**config.mk**
```make
export PLATFORM = sky130hd
export DESIGN_NAME = sk128_cell
export DESIGN_NICKNAME = d
export VERILOG_FILES = /design/src/rtl/sk128_pkg.sv /design/src/rtl/sk128_cell.sv
export SDC_FILE = /design/constraint.sdc
export NUM_CORES = 1
export LEC_CHECK = 0
export BUFFER_PORTS_ARGS = -buffer_cell sky130_fd_sc_hd__buf_2
export CORE_AREA = 2 2 404 406
export CTS_CLUSTER_DIAMETER = 200
export CTS_CLUSTER_SIZE = 10
export DETAILED_ROUTE_END_ITERATION = 10
export DIE_AREA = 0 0 406 408
export PLACE_DENSITY_LB_ADDON = 0.15
export SLEW_MARGIN = 20
export SYNTH_ARGS = -nofsm -noshare
export SYNTH_HDL_FRONTEND = slang
export SYNTH_SLANG_ARGS = --single-unit
export TNS_END_PERCENT = 10
```
**constraint.sdc**
```tcl
create_clock -name clk -period 18.5 [get_ports clk]
set_input_delay 4.625 -clock clk [delete_from_list [all_inputs] [get_ports clk]]
set_output_delay 4.625 -clock clk [all_outputs]
set_load 0.02 [all_outputs]
```
**src/rtl/sk128_pkg.sv**
```systemverilog
// sk128_pkg: shared types, tables and round function for the SKINNY-128-384 pipeline
package sk128_pkg;

  // default number of rounds of SKINNY-128-384
  localparam int ROUNDS_DEFAULT = 56;

  // width of the round-constant register
  localparam int RC_W = 6;

  // constant byte added to byte 8 every round
  localparam logic [7:0] C2_BYTE = 8'h02;

  // 16 bytes, byte 0 in the top bits
  typedef logic [0:15][7:0] blk_t;

  // one item as it travels down the chain
  typedef struct packed {
    blk_t            st;
    blk_t            tk1;
    blk_t            tk2;
    blk_t            tk3;
    logic [RC_W-1:0] rc;
  } word_t;

  // 8-bit s-box
  localparam logic [7:0] SBOX [256] = '{
    8'h65,8'h4c,8'h6a,8'h42,8'h4b,8'h63,8'h43,8'h6b,8'h55,8'h75,8'h5a,8'h7a,8'h53,8'h73,8'h5b,8'h7b,
    8'h35,8'h8c,8'h3a,8'h81,8'h89,8'h33,8'h80,8'h3b,8'h95,8'h25,8'h98,8'h2a,8'h90,8'h23,8'h99,8'h2b,
    8'he5,8'hcc,8'he8,8'hc1,8'hc9,8'he0,8'hc0,8'he9,8'hd5,8'hf5,8'hd8,8'hf8,8'hd0,8'hf0,8'hd9,8'hf9,
    8'ha5,8'h1c,8'ha8,8'h12,8'h1b,8'ha0,8'h13,8'ha9,8'h05,8'hb5,8'h0a,8'hb8,8'h03,8'hb0,8'h0b,8'hb9,
    8'h32,8'h88,8'h3c,8'h85,8'h8d,8'h34,8'h84,8'h3d,8'h91,8'h22,8'h9c,8'h2c,8'h94,8'h24,8'h9d,8'h2d,
    8'h62,8'h4a,8'h6c,8'h45,8'h4d,8'h64,8'h44,8'h6d,8'h52,8'h72,8'h5c,8'h7c,8'h54,8'h74,8'h5d,8'h7d,
    8'ha1,8'h1a,8'hac,8'h15,8'h1d,8'ha4,8'h14,8'had,8'h02,8'hb1,8'h0c,8'hbc,8'h04,8'hb4,8'h0d,8'hbd,
    8'he1,8'hc8,8'hec,8'hc5,8'hcd,8'he4,8'hc4,8'hed,8'hd1,8'hf1,8'hdc,8'hfc,8'hd4,8'hf4,8'hdd,8'hfd,
    8'h36,8'h8e,8'h38,8'h82,8'h8b,8'h30,8'h83,8'h39,8'h96,8'h26,8'h9a,8'h28,8'h93,8'h20,8'h9b,8'h29,
    8'h66,8'h4e,8'h68,8'h41,8'h49,8'h60,8'h40,8'h69,8'h56,8'h76,8'h58,8'h78,8'h50,8'h70,8'h59,8'h79,
    8'ha6,8'h1e,8'haa,8'h11,8'h19,8'ha3,8'h10,8'hab,8'h06,8'hb6,8'h08,8'hba,8'h00,8'hb3,8'h09,8'hbb,
    8'he6,8'hce,8'hea,8'hc2,8'hcb,8'he3,8'hc3,8'heb,8'hd6,8'hf6,8'hda,8'hfa,8'hd3,8'hf3,8'hdb,8'hfb,
    8'h31,8'h8a,8'h3e,8'h86,8'h8f,8'h37,8'h87,8'h3f,8'h92,8'h21,8'h9e,8'h2e,8'h97,8'h27,8'h9f,8'h2f,
    8'h61,8'h48,8'h6e,8'h46,8'h4f,8'h67,8'h47,8'h6f,8'h51,8'h71,8'h5e,8'h7e,8'h57,8'h77,8'h5f,8'h7f,
    8'ha2,8'h18,8'hae,8'h16,8'h1f,8'ha7,8'h17,8'haf,8'h01,8'hb2,8'h0e,8'hbe,8'h07,8'hb7,8'h0f,8'hbf,
    8'he2,8'hca,8'hee,8'hc6,8'hcf,8'he7,8'hc7,8'hef,8'hd2,8'hf2,8'hde,8'hfe,8'hd7,8'hf7,8'hdf,8'hff
  };

  // tweakey byte permutation
  localparam int TK_PERM [16] = '{9, 15, 8, 13, 10, 14, 12, 11, 0, 1, 2, 3, 4, 5, 6, 7};

  // permute the bytes of one tweakey word
  function automatic blk_t tk_permute(blk_t tk);
    blk_t o;
    for (int i = 0; i < 16; i++) begin
      o[i] = tk[TK_PERM[i]];
    end
    return o;
  endfunction

  // tk2 byte lfsr
  function automatic logic [7:0] lfsr2(logic [7:0] x);
    return {x[6:0], x[7] ^ x[5]};
  endfunction

  // tk3 byte lfsr
  function automatic logic [7:0] lfsr3(logic [7:0] x);
    return {x[0] ^ x[6], x[7:1]};
  endfunction

  // one full round plus the tweakey schedule step
  function automatic word_t round_f(word_t w);
    blk_t            s;
    blk_t            t;
    blk_t            m;
    logic [RC_W-1:0] rc;
    word_t           o;
    // sub cells
    for (int i = 0; i < 16; i++) begin
      s[i] = SBOX[w.st[i]];
    end
    // round constants
    rc = {w.rc[RC_W-2:0], w.rc[RC_W-1] ^ w.rc[RC_W-2] ^ 1'b1};
    s[0] = s[0] ^ {4'h0, rc[3:0]};
    s[4] = s[4] ^ {6'h0, rc[5:4]};
    s[8] = s[8] ^ C2_BYTE;
    // round tweakey on the top two rows
    for (int i = 0; i < 8; i++) begin
      s[i] = s[i] ^ w.tk1[i] ^ w.tk2[i] ^ w.tk3[i];
    end
    // shift rows, row r rotated right by r
    for (int i = 0; i < 16; i++) begin
      t[i] = s[((i >> 2) << 2) | (((i & 3) + 4 - (i >> 2)) & 3)];
    end
    // binary mix columns
    for (int c = 0; c < 4; c++) begin
      m[c]      = t[c] ^ t[8 + c] ^ t[12 + c];
      m[4 + c]  = t[c];
      m[8 + c]  = t[4 + c] ^ t[8 + c];
      m[12 + c] = t[c] ^ t[8 + c];
    end
    // tweakey schedule
    o.tk1 = tk_permute(w.tk1);
    o.tk2 = tk_permute(w.tk2);
    o.tk3 = tk_permute(w.tk3);
    for (int i = 0; i < 8; i++) begin
      o.tk2[i] = lfsr2(o.tk2[i]);
      o.tk3[i] = lfsr3(o.tk3[i]);
    end
    o.st = m;
    o.rc = rc;
    return o;
  endfunction

endpackage

```
**src/rtl/sk128_cell.sv**
```systemverilog
// sk128_cell: one registered round of the SKINNY-128-384 chain
module sk128_cell (
  input  logic             clk,
  input  logic             rst,
  input  logic             up_valid,
  output logic             up_ready,
  input  sk128_pkg::word_t up_word,
  output logic             valid,
  input  logic             down_ready,
  output sk128_pkg::word_t word
);

  logic load;

  // take a new item when empty or when the held one moves on
  assign up_ready = !valid || down_ready;
  assign load     = up_valid && up_ready;

  // occupancy
  always_ff @(posedge clk) begin
    if (rst) begin
      valid <= 1'b0;
    end else if (up_ready) begin
      valid <= up_valid;
    end
  end

  // round result
  always_ff @(posedge clk) begin
    if (load) begin
      word <= sk128_pkg::round_f(up_word);
    end
  end

`ifndef ASSERT_OFF
  // a held item stays put while the next cell is full
  a_hold: assert property (@(posedge clk) disable iff (rst)
    valid && !down_ready |=> valid && $stable(word))
    else $error("cell dropped or changed a held item");

  // a loaded item shows up as valid
  a_load: assert property (@(posedge clk) disable iff (rst)
    load |=> valid)
    else $error("cell lost a loaded item");

  // an item that leaves without a replacement empties the cell
  a_drain: assert property (@(posedge clk) disable iff (rst)
    valid && down_ready && !up_valid |=> !valid)
    else $error("cell repeated an item");
`endif

endmodule

```
* Yosys cells after proc, flatten, opt, wreduce, memory -nomap -nowiden
Memory sizes are Yosys's and may differ from the RTL's. Index checks and enable logic that the tools add are counted.
Storage, ports and cells: flip-flop bits (word level) 519, bits in read-only memories 32768, input port bits 522, output and inout port bits 520, logic and storage cells 206, memories kept 16
Operators by class: magnitude comparators 16, mux-type cells 32, bitwise gates (word level) 73, reduce and logical (&&, ||, !) cells 3
Memory list:
- (no name shown) | words 256, width 8, rd ports 1, clocked after memory_dff 0, write ports 0, line sk128_pkg.sv:76 | s[i] = SBOX[w.st[i]];
- (no name shown) | words 256, width 8, rd ports 1, clocked after memory_dff 0, write ports 0, line sk128_pkg.sv:76
- (no name shown) | words 256, width 8, rd ports 1, clocked after memory_dff 0, write ports 0, line sk128_pkg.sv:76
- (no name shown) | words 256, width 8, rd ports 1, clocked after memory_dff 0, write ports 0, line sk128_pkg.sv:76
- (no name shown) | words 256, width 8, rd ports 1, clocked after memory_dff 0, write ports 0, line sk128_pkg.sv:76
- (no name shown) | words 256, width 8, rd ports 1, clocked after memory_dff 0, write ports 0, line sk128_pkg.sv:76
- +10 memories
Operator list (number):
- XOR 8 bit | 36
- two-way mux 8 bit | 32
- >= comparator 9 bit, second input constant | 16
- NOT 8 -> 9 bit | 16
- XOR 1 bit | 17
- XOR 8 x 2 -> 8 bit | 1
- XOR 8 x 4 -> 8 bit | 1
- NOT 1 bit | 2
- logical AND 1 bit | 1
- zero test 1 bit | 1
- logical OR 1 bit | 1

* Longest topological paths before layout
Gate-level depths: netlist of run 1.
depth after elaboration 10, mapped depth 12, depth with buffers taken out 9

* Least setup slack after synthesis of run 1
No wires, ideal clock.
kind input to register, start point in down_ready, end point reg word[0] (netlist bit) (enable), arrival 16.609 ns, required time 17.552 ns, path slack 0.943 ns, stages 2, path buffers 0, cells stage by stage nand2b_1 and2_1
Between the ends: longest elaborated chain between the ends 2
Ends and longest elaborated chain:
- from (decl) | line sk128_cell.sv:9 | input logic down_ready,
- logical OR 1 bit | line sk128_cell.sv:16 | assign up_ready = !valid || down_ready;
- logical AND 1 bit | line sk128_cell.sv:17 | assign load = up_valid && up_ready;
- named net load | line sk128_cell.sv:13 | logic load;
- to (signal assigned) | line sk128_cell.sv:31 | word <= sk128_pkg::round_f(up_word);
- to (decl) | line sk128_cell.sv:10 | output sk128_pkg::word_t word
The timed path passes the listed nets, and every way through them passes these cells. A chain may end at the register's enable or synchronous reset.

* Worst setup path in the final report of run 1
start point in down_ready, end point out up_ready
Between the ends: longest elaborated chain between the ends 1
Ends and longest elaborated chain:
- logical OR 1 bit | line sk128_cell.sv:16
- to (decl) | line sk128_cell.sv:6 | output logic up_ready,
Every way passes these cells.

==> results of run 1 <==
[per-layer routing]
metal / up-vias / track usage
li1: 14400 / -
met1: 15000 / 0.225
met2: 1075 / 0.282
met3: 163 / 0.0394
met4: 28 / 0.0291
met5: - / 0
[area by class of cell]
type,instances,area (um^2),area share
multi-input combinational,2497,17900,0.411
sequential,519,15600,0.358
timing repair buffer,1047,5280,0.122
tap,2175,2720,0.0626
clock buffer,67,1460,0.0337
inverter,128,480,0.0111
clock inverter,2,46.3,0.00107
antenna,12,30.0,0.000691
[state kept, by name (all words and copies together), names as in the netlist]
signal	count
word	518
valid	1
[worst min-delay path: cells and delay by family, from the launching register on]
kind | cells | cell delay (ns)
flops | 1 | 0.32
simple gates | 1 | 0.12
compound gates | 1 | 0.08
[cells by family (layout without fill, tap and decap cells)]
kind of cell,after synthesis,in the layout,synth area share
other,0,12,0
DFF,519,519,0.444
adders and majority gates,158,158,0.0561
buffers and inverters,407,1244,0.0467
xor gates and xnor gates,395,395,0.103
muxes,133,133,0.0451
AOI/OAI and AO/OA,1020,1020,0.195
and+or+nand+nor,791,791,0.110
[where the power goes]
part | total, mW | internal [mW] | switching [mW]
clock | 1.04 | 0.548 | 0.495
sequential | 1.49 | 1.45 | 0.0317
combinational | 1.04 | 0.368 | 0.668
total | 3.56 | 2.37 | 1.19
[placed cells by master (no fill, tap or decap), types with 14 or more instances in the layout]
| cell | n |
|---|---|
| nor2_1 | 215 |
| nor3_1 | 59 |
| a221oi_1 | 24 |
| inv_1 | 113 |
| edfxtp_1 | 518 |
| or3_1 | 18 |
| a2111oi_0 | 17 |
| o21a_1 | 16 |
| a31oi_1 | 61 |
| mux2_2 | 40 |
| clkbuf_16 | 57 |
| o21ai_0 | 232 |
| nand3_1 | 65 |
| a32oi_1 | 14 |
| a211o_1 | 20 |
| xnor2_1 | 281 |
| o31ai_1 | 39 |
| a21oi_1 | 214 |
| nor3b_1 | 18 |
| a22oi_1 | 22 |
| a21o_1 | 21 |
| buf_2 | 1041 |
| nand2b_1 | 67 |
| o311ai_0 | 30 |
| o22ai_1 | 31 |
| xor2_1 | 103 |
| a311oi_1 | 28 |
| o221ai_1 | 20 |
| o32ai_1 | 18 |
| mux4_2 | 16 |
| ha_1 | 154 |
| o211ai_1 | 57 |
| nor2b_1 | 60 |
| nand2_1 | 198 |
| mux2i_1 | 77 |
| a211oi_1 | 48 |
| nor4_1 | 15 |
[worst max-delay path by stage]
stage | startpoint | end | slack [ns] | cells after the start
after global routing | down_ready | up_ready | 8.80 | 3
after floorplan | down_ready | word[0] | 0.94 | 2
after CTS | down_ready | up_ready | 8.82 | 3
final | down_ready | up_ready | 8.82 | 3
after global placement | down_ready | up_ready | 8.81 | 3
after detailed placement | down_ready | up_ready | 8.82 | 3
==> metrics.yaml, run 1 <==
outcome:
  status: "complete, no violations"
timing:
  fin_crit_sh: 0.523
  setup_viol: 0
  max_slew.worst_pin.slew_ns: 1.09
  clock.fmax_mhz: 103
  setup_tns_ns: 0
  period_needed_ns: 9.68
  fin_ws_ns: 8.82
  hold_ws_ns: 0.550
  finClkSkew_ns: 0.0205
  hold_violations: 0
  drv_slew: 0
  rsz0062_at_grt: "false"
  max_slew_margin: 0.274
clock_tree:
  h-tree-depth: 2
  clkTransAtPathRegs_ns: 0.06
  cts_num_sinks: 519
  cts_tree: "done"
  postCtsSetupBuffers: 0
  clock-root-buffer: "clkbuf_16"
  cts_hold_buf: 0
  cts.path.max_buffers: 3
  ctsResizeCount: 0
  cts_buffers: 57
  clock_latency_ns: 0.66
global_routing:
  first_global_vias: 29400
  grt_pass1_wl_um: 210000
  overflow: 0
  grt_max_degree: 153
  antenna_found_initial: 64
  grt_use_total: 0.170
floorplan:
  die_w_um: 406
  fp.dieArea_um2: 166000
  start_util: 0.217
  core-area_um2: 162000
  row_count: 148
  die_h_um: 408
  pin_count: 1042
detailed_routing:
  met2_length_um: 70300
  drt-initial-drc-count: 2455
  highest_layer: "met5"
  drtPass1Iterations: 5
  routed_wl_um: 148000
  wire_per_inst_um: 22.9
  wl_met1_um: 63700
  viasPerCell: 4.76
  drc_errors: 0
  met3_length_um: 10900
  ant_nets: 0
  vias: 30700
finish:
  area_delta_synth_final_pct: 23.9
  final_util: 0.269
  design_area_um2: 43500
  fin_cells: 6447
  drive_above_1_share: 0.281
  nNetsFinal: 4926
  nFillCells: 17400
synth:
  yosysWarnings: 0
  synth_edf_count: 518
  synth.distinct_cells: 91
  synthTopCellsByCount: "518 x edfxtp_1, 281 x xnor2_1, 232 x o21ai_0"
  async_reset_ff_frac: 0
  ys_ff_latch: 519
  syn_area_per_cell_um2: 10.2
  synth_top_area_share: 0.444
  synth.top_cells.by_area: "edfxtp_1 44%, xnor2_1 7.0%, ha_1 5.5%"
  syn-num-nets: 4099
  synth_ff_type: "edfxtp_1"
  syn_inst: 3423
  synth_area_um2: 35100
  seq_area_frac_synth: 0.444
  yosys.area.top_type: "edfxtp_1"
  yosysMostFrequentCell: "edfxtp_1"
worst_setup_path:
  r2r_cells: 5
  cpMostUsedCell: "buf_2"
  worst-path-buf-inv: 2
  cp_slowest_cell: "nand2b_1"
  cpPeakStageDelay_ns: 0.17
  critPathLaunchType: "input port"
  worstPathArrival_ns: 5.06
  cp_cell_sequence: "buf_2 -> nand2b_1 -> buf_2"
  crit_family: "buffers and inverters"
  cp_max_fo: 3
  critPathKind: "in2out"
  reg2reg_slack_ns: 15.06
  timing.rr.end: "word[458]"
  end_kind: "output port"
  r2r_start: "valid"
  critPathRequiredTime_ns: 13.88
pwr:
  powerDensity_nw_per_um2: 82.0
  leakage_nw: 16.8
  power.total_mw: 3.56
  ir_worst_vdd_mv: 0.0651
placed_design:
  dpl.hpwl_um: 113000
  gp_congestion: 0.931
  place_area_um2: 41900
  place_ws_ns: 8.82
  dp_cells: 6366
  io_buffer_count: 1041
hold_path:
  hp-class: "reg2reg"
  hold_depth: 2
  hold_path_end: "valid"
  hp-start: "valid"
flow_run:
  maxCapViolCount: 0
(Power assumes the default switching activity.)
==> run 2: changes to the inputs <==
==> constraint.sdc (replaced) <==
create_clock -name clk -period 7.8 [get_ports clk]
set_input_delay 1.95 -clock clk [delete_from_list [all_inputs] [get_ports clk]]
set_output_delay 1.95 -clock clk [all_outputs]
set_load 0.02 [all_outputs]
==> run 2 against run 1 <==
  * First-iteration DRC count increased by 14%
  * Critical path depth increased by 7
  * Sequential share of layout area about the same
  * Final area increased by 0.12%
  * Global-route usage increased by 0.16 points
  * Total power increased by 140%
  * Worst hold slack got worse by 0.021 ns
  * Non-clock buffer count increased by 2
  * Utilization about the same
  * Clock skew increased by 0.027 ns
  * Largest cell class unchanged
  * Register-to-register slack got worse by 9.6 ns
==> metrics.yaml, run 2 (same netlist as run 1, synthesis figures left out) <==
finish:
  largest-register: "word"
  nNetsFinal: 4928
  final_common_cell: "buf_2"
  multiInputGateArea_um2: 17900
  design_area_um2: 43500
  area_delta_synth_final_pct: 24.1
  seqCellArea_um2: 15600
  final_cell_mix: "1041 x buf_2, 518 x edfxtp_1, 281 x xnor2_1, 232 x o21ai_0, 215 x nor2_1"
  drive_above_1_share: 0.282
  nFillCells: 17400
  top_regs: "word: 518 flops, valid: 1 flops"
  largest_reg_flops: 518
worst_setup_path:
  worst-path-buf-inv: 2
  r2r_cells: 3
  critPathLaunchType: "input port"
  critical_path_depth: 10
  critPathKind: "in2reg"
  cpPeakStageDelay_ns: 0.53
  end_kind: "flip-flop"
  cp_max_fo: 17
  crit_family: "compound AO/OA/AOI/OAI gates"
  cp_cell_sequence: "buf_2 -> inv_1 -> ha_1 -> nor2_1 -> o21ai_0 -> a311oi_1 -> a21oi_1 -> o22ai_1 -> xnor2_1 -> xnor3_1"
  cp_slowest_cell: "nor2_1"
  critPathRequiredTime_ns: 8.22
  worstPathArrival_ns: 4.88
floorplan:
  start_util: 0.217
  core-area_um2: 162000
  die_w_um: 406
  pin_count: 1042
  row_count: 148
  die_h_um: 408
  fp.dieArea_um2: 166000
pwr:
  p_seq_frac: 0.415
  swShare: 0.338
  powerDensity_nw_per_um2: 196
  ir_worst_vdd_mv: 0.153
  clkPwrFrac: 0.296
  leakage_nw: 16.9
  power_switching_mw: 2.88
  pwr-share-comb: 0.289
  intPower_mw: 5.64
clock_tree:
  h-tree-depth: 2
  cts_buffers: 57
  clkTransAtPathRegs_ns: 0.08
  cts_num_sinks: 519
  cts_tree: "done"
  postCtsSetupBuffers: 0
  clock-root-buffer: "clkbuf_16"
  clock_latency_ns: 0.68
  cts.path.max_buffers: 3
  ctsResizeCount: 0
  cts_hold_buf: 0
outcome:
  status: "complete, no violations"
timing:
  max_slew.worst_pin.slew_ns: 1.04
  period_needed_ns: 4.46
  rsz0062_at_grt: "false"
  max_slew_margin: 0.301
  clock.fmax_mhz: 224
  setup_viol: 0
  hold_violations: 0
  setup_tns_ns: 0
  drv_slew: 0
  fin_crit_sh: 0.571
  finClkSkew_ns: 0.0479
placed_design:
  gp_congestion: 0.961
  io_buffer_count: 1041
  place_area_um2: 41900
  dpl.hpwl_um: 116000
global_routing:
  grt_use_total: 0.171
  overflow: 0
  grt_max_degree: 134
  first_global_vias: 29100
  grt_pass1_wl_um: 211000
  antenna_found_initial: 55
detailed_routing:
  drtPass1Iterations: 6
  vias: 30700
  drt-initial-drc-count: 2800
  viasPerCell: 4.75
  drc_errors: 0
  ant_nets: 0
  routed_wl_um: 150000
  wire_per_inst_um: 23.2
flow_run:
  maxCapViolCount: 0
hold_path:
  hp-class: "reg2reg"
  hold_depth: 2
run 2: final timing paths:
check                                   from         to  slack, ns
worst max-delay path            up_word[494]  word[498]       3.34
worst min-delay path                   valid      valid       0.53
worst max register to register         valid  word[228]       5.50
worst min register to register         valid      valid       0.53
run 2: worst reg2reg max path, stage by stage, from the launching register on:
cell      delay, ns
dfxtp_1        0.31
nand2b_1       0.11
and2_4         0.66
buf_12         0.53
run 2: routing by layer:
layer,track usage,vias to the layer above,routed length (um)
met1,0.219,14900,62900
met2,0.287,1040,72200
met4,0.0366,46,3170
met3,0.0454,174,11400
met5,0,-,301
li1,-,14500,-
run 2: power groups by stage:
stage / Combinational (mW) / Clock, mW / Sequential, mW
6_report: 2.47 / 2.52 / 3.54
5_1_grt: 2.68 / 2.71 / 3.56
4_1_cts: 2.51 / 2.64 / 3.54
3_5_place_dp: 2.50 / 0 / 3.60
3_3_place_gp: 2.51 / 0 / 3.60
2_1_floorplan: 1.22 / 0 / 3.94
run 2: final cells by class:
| cell class | count | area share |
|---|---|---|
| antenna | 12 | 0.000690 |
| clock inverter | 2 | 0.00115 |
| tap | 2175 | 0.0626 |
| inverter | 128 | 0.0110 |
| timing repair buffer | 1049 | 0.122 |
| sequential | 519 | 0.358 |
| clock buffer | 67 | 0.0341 |
| multi-input combinational | 2497 | 0.410 |
run 2: stage by stage:
step                hold WS [ns]   util  total power, mW  worst slack, ns  std cells
global placement           0.513  0.259             6.10             2.66       6368
global route               0.603  0.269             8.95             3.12       6441
finish                     0.529  0.269             8.52             3.34       6449
detailed placement         0.528  0.259             6.09             2.58       6368
floorplan                  0.737      -             5.16             1.52       3423
CTS                        0.537  0.269             8.69             3.38       6437
